**config.mk**
```make
export PLATFORM = sky130hd
export DESIGN_NAME = tcw_front
export DESIGN_NICKNAME = d
export VERILOG_FILES = /design/src/rtl/tcw_pkg.sv /design/src/rtl/tcw_front.sv
export SDC_FILE = /design/constraint.sdc
export NUM_CORES = 1
export LEC_CHECK = 0
export BUFFER_PORTS_ARGS = -buffer_cell sky130_fd_sc_hd__buf_2
export CORE_MARGIN = 3
export CORE_UTILIZATION = 40
export CTS_CLUSTER_DIAMETER = 80
export DETAILED_ROUTE_END_ITERATION = 10
export GPL_ROUTABILITY_DRIVEN = 0
export SLEW_MARGIN = 20
export SYNTH_ARGS = -nofsm -noshare
export SYNTH_HDL_FRONTEND = slang
export SYNTH_SLANG_ARGS = --single-unit
export TNS_END_PERCENT = 10
```
**constraint.sdc**
```tcl
create_clock -name clk -period 4 [get_ports clk]
set_clock_uncertainty 0.15 [all_clocks]
set_input_delay 0.8 -clock clk [delete_from_list [all_inputs] [get_ports clk]]
set_output_delay 0.8 -clock clk [all_outputs]
set_load 0.01 [all_outputs]
```
**src/rtl/tcw_pkg.sv**
```systemverilog
`default_nettype none
package tcw_pkg;

  typedef struct packed {
    logic [1:0]  mode;
    logic [7:0]  char_code;
    logic [10:0] cell_address;
  } in_req_t;

  typedef struct packed {
    logic [10:0] cursor_offset;
    logic [15:0] cell_data;
  } out_rsp_t;

  // Request modes.
  localparam logic [1:0] MODE_PUT  = 2'd0;
  localparam logic [1:0] MODE_BS   = 2'd1;
  localparam logic [1:0] MODE_READ = 2'd2;

  // Character codes with a special meaning for a put.
  localparam logic [7:0] CH_TAB   = 8'd9;
  localparam logic [7:0] CH_NL    = 8'd10;
  localparam logic [7:0] CH_CR    = 8'd13;
  localparam logic [7:0] CH_SPACE = 8'h20;

  localparam logic [7:0] STATUS_ATTR = 8'h70;
  localparam logic [7:0] BODY_ATTR   = 8'h07;
  localparam logic [7:0] COLOR_RESET = 8'h07;
  localparam logic [4:0] STATUS_ROWS_RESET = 5'd1;
  localparam logic [3:0] TAB_STOP = 4'd8;

  // Configuration register indexes.
  localparam logic REG_TEXT_COLOR  = 1'b0;
  localparam logic REG_STATUS_ROWS = 1'b1;

  typedef enum logic [2:0] {
    OP_CHAR,
    OP_NL,
    OP_CR,
    OP_TAB,
    OP_BS,
    OP_READ,
    OP_NOP
  } tcw_op_t;

  typedef struct packed {
    tcw_op_t     op;
    logic [7:0]  ch;
    logic [10:0] addr;
  } tcw_cmd_t;

  // Head of the command queue as seen by the executor.
  typedef struct packed {
    logic     valid;
    tcw_cmd_t cmd;
  } tcw_head_t;

endpackage
`default_nettype wire

```
**src/rtl/tcw_front.sv**
```systemverilog
`default_nettype none
module tcw_front (
  input  wire logic             clk,
  input  wire logic             rst_n,
  input  wire logic             push,
  output logic                  full,
  input  wire tcw_pkg::in_req_t in_req,
  input  wire logic             clearing,
  input  wire logic             q_pop,
  output tcw_pkg::tcw_head_t    head
);

  tcw_pkg::tcw_cmd_t mem_r [2];
  logic              wp_r;
  logic              rp_r;
  logic [1:0]        cnt_r;
  tcw_pkg::tcw_cmd_t cls;
  logic              acc;
  logic              deq;

  // Classify the request so the executor never looks at character codes.
  always_comb begin
    cls.ch   = in_req.char_code;
    cls.addr = in_req.cell_address;
    case (in_req.mode)
      tcw_pkg::MODE_PUT: begin
        case (in_req.char_code)
          tcw_pkg::CH_NL:  cls.op = tcw_pkg::OP_NL;
          tcw_pkg::CH_CR:  cls.op = tcw_pkg::OP_CR;
          tcw_pkg::CH_TAB: cls.op = tcw_pkg::OP_TAB;
          default:         cls.op = tcw_pkg::OP_CHAR;
        endcase
      end
      tcw_pkg::MODE_BS:   cls.op = tcw_pkg::OP_BS;
      tcw_pkg::MODE_READ: cls.op = tcw_pkg::OP_READ;
      default:            cls.op = tcw_pkg::OP_NOP;
    endcase
  end

  assign full       = (cnt_r == 2'd2) || clearing;
  assign acc        = push && !full;
  assign deq        = q_pop && (cnt_r != 2'd0);
  assign head.valid = (cnt_r != 2'd0);
  assign head.cmd   = mem_r[rp_r];

  always_ff @(posedge clk) begin
    if (acc) begin
      mem_r[wp_r] <= cls;
    end
    if (!rst_n) begin
      wp_r  <= 1'b0;
      rp_r  <= 1'b0;
      cnt_r <= 2'd0;
    end else begin
      if (acc) begin
        wp_r <= ~wp_r;
      end
      if (deq) begin
        rp_r <= ~rp_r;
      end
      cnt_r <= cnt_r + 2'(acc) - 2'(deq);
    end
  end

endmodule
`default_nettype wire

```
==> impl_metrics.env, run 1 <==
export IMPL_grt_pass1_wl_mm=5.04
export IMPL_synth_xor_area_share=0.0137
export IMPL_place_ws_ps=1330
export IMPL_drv_cap=0
export IMPL_end_kind="primary output"
export IMPL_die_h_um=75.3
export IMPL_die_area_mm2=0.00567
export IMPL_relSlewSlack=0.337
export IMPL_fill_cells=393
export IMPL_p_total_mw=1.33
export IMPL_grt_overflow_total=0
export IMPL_hold_class="reg2reg"
export IMPL_nets=194
export IMPL_synth_adder_area_share=0.0260
export IMPL_routed_wl_mm=3.30
export IMPL_slew_violations=0
export IMPL_yosysUniqueCellTypes=23
export IMPL_setup_violations=0
export IMPL_cts_root_buf="clkbuf_8"
export IMPL_grt_max_degree=23
export IMPL_crit_type="reg2out"
export IMPL_dr_pass1_iters=4
export IMPL_clk_latency_ps=300
export IMPL_fin_crit_sh=0.702
export IMPL_leakage_nw=0.912
export IMPL_cts_sinks=49
export IMPL_yosys_top_cells_area="edfxtp_1 (69%), mux2_2 (13%), dfxtp_1 (5.2%)"
export IMPL_dp_cells=209
export IMPL_placed_area_mm2=0.00224
export IMPL_antenna_found_initial=0
export IMPL_grt_pass1_vias=1091
export IMPL_status="finished, final reports clean"
export IMPL_rr_startpoint="cnt_r[1]"
export IMPL_tns_ps=0
export IMPL_fin_crit_ps=2810
export IMPL_ys_ff_latch=49
export IMPL_vdd_drop_max_mv=0.369
export IMPL_num_rows=24
export IMPL_fin_ws_ps=1190
export IMPL_cp_start_kind="flip-flop"
export IMPL_ant_nets=0
export IMPL_critPathRequiredTime_ps=3050
export IMPL_cts_made_buffers=5
export IMPL_min_from="rp_r"
export IMPL_synth_area_leader_cell="edfxtp_1"
export IMPL_ctsHoldBuffers=0
export IMPL_syn_to_final_growth_pct=22.4
export IMPL_ff2ff_setup_slack_ps=1810
export IMPL_cts_setup_buffers=0
export IMPL_first_iter_violations=54
export IMPL_drive_above_1_share=0.527
export IMPL_postSynthCellCount=109
export IMPL_syn_avg_cell_area_um2=17.6
export IMPL_worstPathArrival_ps=1860
export IMPL_crit_fanout=22
export IMPL_synth_top_family_by_area="multiplexers"
export IMPL_cts_max_level=2
export IMPL_rsz0062_at_grt="no"
export IMPL_rr_worst_depth=4
export IMPL_synth_nets=139
export IMPL_hold_viol=0
export IMPL_antenna_cells=0
export IMPL_async_flop_share=0
export IMPL_ys_flop_type="edfxtp_1"
export IMPL_fmax_mhz=356
export IMPL_port_buffers=49
export IMPL_worst_pin_slew_ps=992
export IMPL_synth_common_cells="edfxtp_1 (44), mux2_2 (22), inv_1 (7)"
export IMPL_remaining_drc_errors=0
export IMPL_final_util=0.522
export IMPL_clockBufferDepth=2
export IMPL_hold_depth=2
export IMPL_grt_usage=0.125
export IMPL_stdcell_area_mm2=0.00235
export IMPL_dp_hpwl_mm=2.37
export IMPL_cts_tree="done"
export IMPL_start_util=0.427
export IMPL_cts_resized=0
export IMPL_synth_top_cell_area_share=0.688
export IMPL_ys_seq_area_frac=0.740
export IMPL_power_density_mw_per_mm2=564
export IMPL_vias=1060
export IMPL_vias_per_cell=4.88
export IMPL_pin_count=50
export IMPL_path_clk_slew_ps=80
export IMPL_holdWs_ps=374
export IMPL_synth_simple_area_share=0.0534
export IMPL_synthMuxAreaShare=0.134
export IMPL_wire_per_inst_um=15.2
export IMPL_yosysWarningCount=0
export IMPL_core_area_mm2=0.00450
export IMPL_synth_compound_area_frac=0.0117
export IMPL_r2r_end="mem_r[1][19]"
export IMPL_stdcell_count=217
export IMPL_netlist_area_mm2=0.00192
export IMPL_die_w_um=75.3
export IMPL_post_synth_top_count_cell="edfxtp_1"
export IMPL_synth_edf_count=44
==> worst max-delay path by stage <==
stage	end	from
after detailed placement	mem_r[1][16]	clearing
final	head[4]	flip-flop
after CTS	head[4]	flip-flop
after global routing	head[4]	flip-flop
after floorplan	mem_r[0][0]	clearing
after global placement	mem_r[0][14]	clearing
==> cell type report <==
class | instances | area [um2] | area share
clock buffers | 5 | 68.8 | 0.0293
clock inverters | 3 | 46.3 | 0.0197
inverters | 7 | 26.3 | 0.0112
multi-input cells | 50 | 464 | 0.197
flip-flops and latches | 49 | 1420 | 0.604
well taps | 52 | 65.1 | 0.0277
repair buffers | 51 | 260 | 0.111
==> registers in the layout (all words and copies together) (netlist names), named ones only <==
| name | flops |
|---|---|
| mem_r | 44 |
| rp_r | 1 |
| cnt_r | 2 |
| wp_r | 1 |
==> report_power, final <==
group	internal, mW	switching, mW
Sequential	0.615	0.0540
Combinational	0.170	0.138
Clock	0.187	0.162
==> placed cells by master, fill, tap and decap left out, types with 2 or more instances in the layout <==
master    Yosys  layout
buf_2         3      49
buf_4         0       2
clkbuf_8      0       5
dfxtp_1       5       5
edfxtp_1     44      44
ha_1          4       4
inv_1         7       7
mux2_2       22      22
nand2_1       2       2
nor2_1        5       3
nor2_2        0       2
or2_2         2       2
xnor2_1       2       2
==> logic make-up (layout without fill, tap and decap cells) <==
logic type / after synthesis / after routing
AO/OA/AOI/OAI: 3 / 3
XOR/XNOR: 3 / 3
adder cells (fa/ha/maj): 4 / 4
buffers and inverters: 10 / 66
flip-flops: 49 / 49
multiplexers: 23 / 23
AND/OR/NAND/NOR: 17 / 17
==> routing by layer <==
layer	global-route usage	share of wire	wire length [um]	vias to the layer above
met3	0.0317	0.065	213	7
li1	-	-	-	517
met5	0	0	0	-
met2	0.199	0.47	1550	39
met4	0.0699	0.022	73	0
met1	0.155	0.44	1460	497
==> worst max-delay path: stages (launching register included) <==
cell and delay [ps]:
dfxtp_1 980, mux2_2 430, buf_2 140
Power figures use the tool's default switching activity.
==> run 2, diff against run 1 <==
--- a/config.mk
+++ b/config.mk
@@ -11,6 +11,7 @@
 export CTS_CLUSTER_DIAMETER = 80
 export DETAILED_ROUTE_END_ITERATION = 10
 export GPL_ROUTABILITY_DRIVEN = 0
+export PLACE_DENSITY = 0.66
 export SLEW_MARGIN = 20
 export SYNTH_ARGS = -nofsm -noshare
 export SYNTH_HDL_FRONTEND = slang
==> constraint.sdc (replaced) <==
create_clock -name clk -period 2.5 [get_ports clk]
set_clock_uncertainty 0.15 [all_clocks]
set_input_delay 0.5 -clock clk [delete_from_list [all_inputs] [get_ports clk]]
set_output_delay 0.5 -clock clk [all_outputs]
set_load 0.01 [all_outputs]
==> run 2 against run 1 <==
  * Largest power group unchanged
  * Sequential power rose by 52%
  * Largest cell class unchanged
  * First-iteration DRC count decreased by 52%
  * Clock-buffer cell count rose by 2
  * Routed wire length grew 0.12%
  * Critical path type is now reg2reg
  * Worst hold slack got worse by 130 ps
  * Via count is 0.66% higher
==> impl_metrics.env, run 2 (same netlist as run 1, synthesis figures left out) <==
export IMPL_die_w_um=75.3
export IMPL_port_buffers=49
export IMPL_worstPathArrival_ps=2190
export IMPL_grt_max_degree=23
export IMPL_cp_start_kind="flip-flop"
export IMPL_relSlewSlack=0.770
export IMPL_cts_root_buf="clkbuf_8"
export IMPL_slew_violations=0
export IMPL_setup_violations=0
export IMPL_largest_register="mem_r"
export IMPL_power_density_mw_per_mm2=862
export IMPL_grt_pass1_wl_mm=5.02
export IMPL_ant_nets=0
export IMPL_slowest_delay_ps=450
export IMPL_routed_wl_mm=3.30
export IMPL_fill_cells=394
export IMPL_vias_per_cell=4.85
export IMPL_leakage_nw=0.916
export IMPL_remaining_drc_errors=0
export IMPL_grt_pass1_vias=1136
export IMPL_vdd_drop_max_mv=0.427
export IMPL_start_util=0.427
export IMPL_stdcell_area_mm2=0.00234
export IMPL_path_clk_slew_ps=80
export IMPL_fin_crit_sh=0.852
export IMPL_placed_area_mm2=0.00226
export IMPL_wire_per_inst_um=15.0
export IMPL_syn_to_final_growth_pct=21.8
export IMPL_cts_sinks=49
export IMPL_crit_fanout=5
export IMPL_ctsHoldBuffers=0
export IMPL_grt_overflow_total=0
export IMPL_dr_pass1_iters=2
export IMPL_nets=197
export IMPL_grt_usage=0.123
export IMPL_die_h_um=75.3
export IMPL_antenna_cells=0
export IMPL_largestRegisters="mem_r (44), cnt_r (2)"
export IMPL_cts_setup_buffers=0
export IMPL_worst_pin_slew_ps=345
export IMPL_register_area_mm2=0.00142
export IMPL_end_kind="flip-flop"
export IMPL_cts_resized=0
export IMPL_largest_reg_flops=44
export IMPL_clockBufferDepth=2
export IMPL_rsz0062_at_grt="no"
export IMPL_drv_cap=0
export IMPL_hold_viol=0
export IMPL_core_area_mm2=0.00450
export IMPL_pin_count=50
export IMPL_fin_crit_ps=2130
export IMPL_crit_type="reg2reg"
export IMPL_cts_max_level=2
export IMPL_final_common_cell="buf_2"
export IMPL_crit_chain="nor2b_4 -> or3b_1 -> ha_1 -> inv_1 -> ha_1 -> xor2_1 -> and2_2 -> nor3_1"
export IMPL_hold_class="in2reg"
export IMPL_num_rows=24
export IMPL_final_cell_mix="buf_2 (49), edfxtp_1 (44), mux2_2 (22)"
export IMPL_cts_tree="done"
export IMPL_antenna_found_initial=0
export IMPL_multi_input_area_um2=464
export IMPL_final_util=0.520
export IMPL_fmax_mhz=469
export IMPL_die_area_mm2=0.00567
export IMPL_cp_slowest_cell="or3b_1"
export IMPL_critPathRequiredTime_ps=2560
export IMPL_dp_hpwl_mm=2.43
export IMPL_first_iter_violations=26
export IMPL_status="finished, final reports clean"
export IMPL_drive_above_1_share=0.524
export IMPL_vias=1067
export IMPL_cpMostUsedCell="ha_1"
export IMPL_cts_made_buffers=5
export IMPL_clk_latency_ps=290
run 2: changes by cell type in the layout (fill, tap and decap cells not counted), sizes merged:
cell      delta
buf          +3
bufinv       -1
clkbuf       +2
clkinvlp     -1
run 2: worst paths after layout:
path	startpoint	end	slack (ps)	cells after the start
setup / recovery	cnt_r[1]	cnt_r[1]	370	8
hold / removal	in_req[10]	mem_r[1][10]	240	1
setup reg to reg	cnt_r[1]	cnt_r[1]	370	8
hold reg to reg	wp_r	wp_r	360	2
run 2: layout make-up:
type / count / share of cell area
Sequential cell: 49 / 0.607
Multi-Input combinational cell: 50 / 0.198
Timing Repair Buffer: 54 / 0.121
Clock buffer: 7 / 0.0326
Tap cell: 52 / 0.0278
Inverter: 7 / 0.0112
Clock inverter: 1 / 0.00214
run 2: routing by layer:
layer / global-route usage / wire (um) / vias to the layer above
met5: 0 / 0 / -
met4: 0.0408 / 15 / 0
met3: 0.0515 / 231 / 2
met2: 0.214 / 1690 / 35
met1: 0.135 / 1370 / 514
li1: - / - / 516
run 2: worst max-delay path, delay by kind of cell (launching register included):
kind / cells / cell delay [ps]
adders and majority gates: 2 / 500
buffers and inverters: 1 / 40
and+or+nand+nor: 4 / 890
xor gates and xnor gates: 1 / 140
DFF: 1 / 350
run 2: per-stage QoR:
stage	TNS, ps	total power [mW]	hold WS, ps	setup WS [ps]	instances
after floorplan	-36.9	1.40	301	-0.839	109
after global placement	0	1.60	321	277	212
after detailed placement	0	1.62	346	201	212
after CTS	0	2.05	232	350	220
after global routing	0	2.14	231	261	220
final	0	2.02	244	370	220
run 2: report_power, final:
group | internal (mW) | switching (mW) | total, mW
Combinational | 0.289 | 0.276 | 0.565
Sequential | 0.985 | 0.0376 | 1.02
Clock | 0.197 | 0.235 | 0.431
Total | 1.47 | 0.548 | 2.02
==> run 3, diff against run 2 <==
--- a/config.mk
+++ b/config.mk
@@ -6,7 +6,7 @@
 export NUM_CORES = 1
 export LEC_CHECK = 0
 export BUFFER_PORTS_ARGS = -buffer_cell sky130_fd_sc_hd__buf_2
-export CORE_MARGIN = 3
+export CORE_MARGIN = 2
 export CORE_UTILIZATION = 40
 export CTS_CLUSTER_DIAMETER = 80
 export DETAILED_ROUTE_END_ITERATION = 10
==> run 3 against run 2 <==
  * Cell count unchanged
  * Utilization decreased by 1.8 points
  * Sequential share of layout area decreased by 0.32 points
  * Global-route usage about the same
  * Non-clock buffer count decreased by 2
  * Largest power group unchanged
==> impl_metrics.env, run 3 (same netlist as run 1, synthesis figures left out) <==
export IMPL_met1Wirelength_mm=1.29
export IMPL_largest_register="mem_r"
export IMPL_slew_violations=0
export IMPL_met2WireLength_mm=1.62
export IMPL_hold_depth=1
export IMPL_worstPathArrival_ps=2190
export IMPL_status="finished, final reports clean"
export IMPL_grt_usage=0.122
export IMPL_cp_slowest_cell="or3b_1"
export IMPL_relSlewSlack=0.787
export IMPL_cts_sinks=49
export IMPL_nets=195
export IMPL_stdcell_count=220
export IMPL_largest_reg_flops=44
export IMPL_crit_fanout=5
export IMPL_remaining_drc_errors=0
export IMPL_grt_overflow_total=0
export IMPL_cts_tree="done"
export IMPL_startpoint="cnt_r[1]"
export IMPL_worst_pin_slew_ps=318
export IMPL_dr_pass1_iters=4
export IMPL_cts_max_level=2
export IMPL_grt_pass1_vias=1083
export IMPL_die_w_um=73.3
export IMPL_fmax_mhz=471
export IMPL_leakage_nw=0.916
export IMPL_first_iter_violations=17
export IMPL_cp_start_kind="flip-flop"
export IMPL_grt_pass1_wl_mm=4.79
export IMPL_top_layer="met4"
export IMPL_final_cell_mix="buf_2 (49), edfxtp_1 (44), mux2_2 (22)"
export IMPL_ctsHoldBuffers=0
export IMPL_core_area_mm2=0.00469
export IMPL_cts_setup_buffers=0
export IMPL_path_clk_slew_ps=80
export IMPL_start_util=0.410
export IMPL_fin_crit_sh=0.849
export IMPL_hold_class="in2reg"
export IMPL_rr_startpoint="cnt_r[1]"
export IMPL_dp_hpwl_mm=2.18
export IMPL_end_kind="flip-flop"
export IMPL_syn_to_final_growth_pct=22.5
export IMPL_cts_root_buf="clkbuf_8"
export IMPL_min_from="in_req[4]"
export IMPL_ant_nets=0
export IMPL_pin_count=50
export IMPL_antenna_cells=0
export IMPL_num_rows=25
export IMPL_vdd_drop_max_mv=0.490
export IMPL_final_util=0.502
export IMPL_hold_viol=0
export IMPL_die_area_mm2=0.00538
export IMPL_cts_resized=0
export IMPL_slowest_delay_ps=450
export IMPL_dp_cells=212
export IMPL_final_common_cell="buf_2"
export IMPL_drive_above_1_share=0.518
export IMPL_power_density_mw_per_mm2=892
export IMPL_antenna_found_initial=0
export IMPL_tns_ps=0
export IMPL_crit_type="reg2reg"
export IMPL_rr_worst_depth=8
export IMPL_largestRegisters="mem_r (44), cnt_r (2)"
export IMPL_cpMostUsedCell="ha_1"
export IMPL_crit_chain="nor2b_4 -> or3b_1 -> ha_1 -> inv_1 -> ha_1 -> xor2_1 -> and2_2 -> nor3_1"
export IMPL_port_buffers=49
export IMPL_dr_wl_met3_um=231
export IMPL_clk_latency_ps=290
export IMPL_drv_cap=0
export IMPL_wire_per_inst_um=14.4
export IMPL_vias=1050
export IMPL_routed_wl_mm=3.17
export IMPL_clockBufferDepth=2
export IMPL_critPathRequiredTime_ps=2570
export IMPL_vias_per_cell=4.77
export IMPL_die_h_um=73.3
export IMPL_rsz0062_at_grt="no"
export IMPL_grt_max_degree=23
export IMPL_cts_made_buffers=5
export IMPL_setup_violations=0
export IMPL_fin_crit_ps=2120
export IMPL_holdWs_ps=248
-- run 3: cell count changes in the layout (fill, tap and decap cells not counted), sizes merged --
cell	previous run	this run
bufinv	0	1
buf	54	52
clkbuf	7	6
-- run 3: final timing paths --
kind                 endpoint  slack, ps
setup / recovery     cnt_r[1]        380
setup reg to reg     cnt_r[1]        380
hold reg to reg          wp_r        350
hold / removal    mem_r[1][4]        250
-- run 3: metal layers --
layer  global-route usage  up-vias
li1                     -      513
met1                0.127      498
met2                0.213       35
met3               0.0562        4
met4               0.0485        0
met5                    0        -
-- run 3: power breakdown --
part	switching, mW	total (mW)	internal [mW]
Combinational	0.275	0.553	0.278
Clock	0.231	0.526	0.295
Sequential	0.0355	1.02	0.985
-- run 3: critical path: cells and delay by family (launching register included) --
kind | cells | cell delay, ps
AND/OR/NAND/NOR | 4 | 880
adder cells (fa/ha/maj) | 2 | 500
flip-flops | 1 | 350
XOR/XNOR | 1 | 150
buffers and inverters | 1 | 40
-- run 3: cell type report --
| class | instances | area (um2) |
|---|---|---|
| tap | 54 | 67.6 |
| sequential | 49 | 1420 |
| fill | 391 | 2340 |
| clock inverter | 2 | 33.8 |
| multi-input combinational | 50 | 464 |
| timing repair buffer | 52 | 268 |
| inverter | 7 | 26.3 |
| clock buffer | 6 | 72.6 |
-- run 3: metrics by stage --
step / cell area [um2] / power [mW] / setup slack [ps]
2_1_floorplan: 1920 / 1.40 / -0.839
3_3_place_gp: 2250 / 1.58 / 275
3_5_place_dp: 2250 / 1.60 / 193
4_1_cts: 2350 / 2.14 / 353
5_1_grt: 2350 / 2.22 / 305
6_report: 2350 / 2.10 / 378
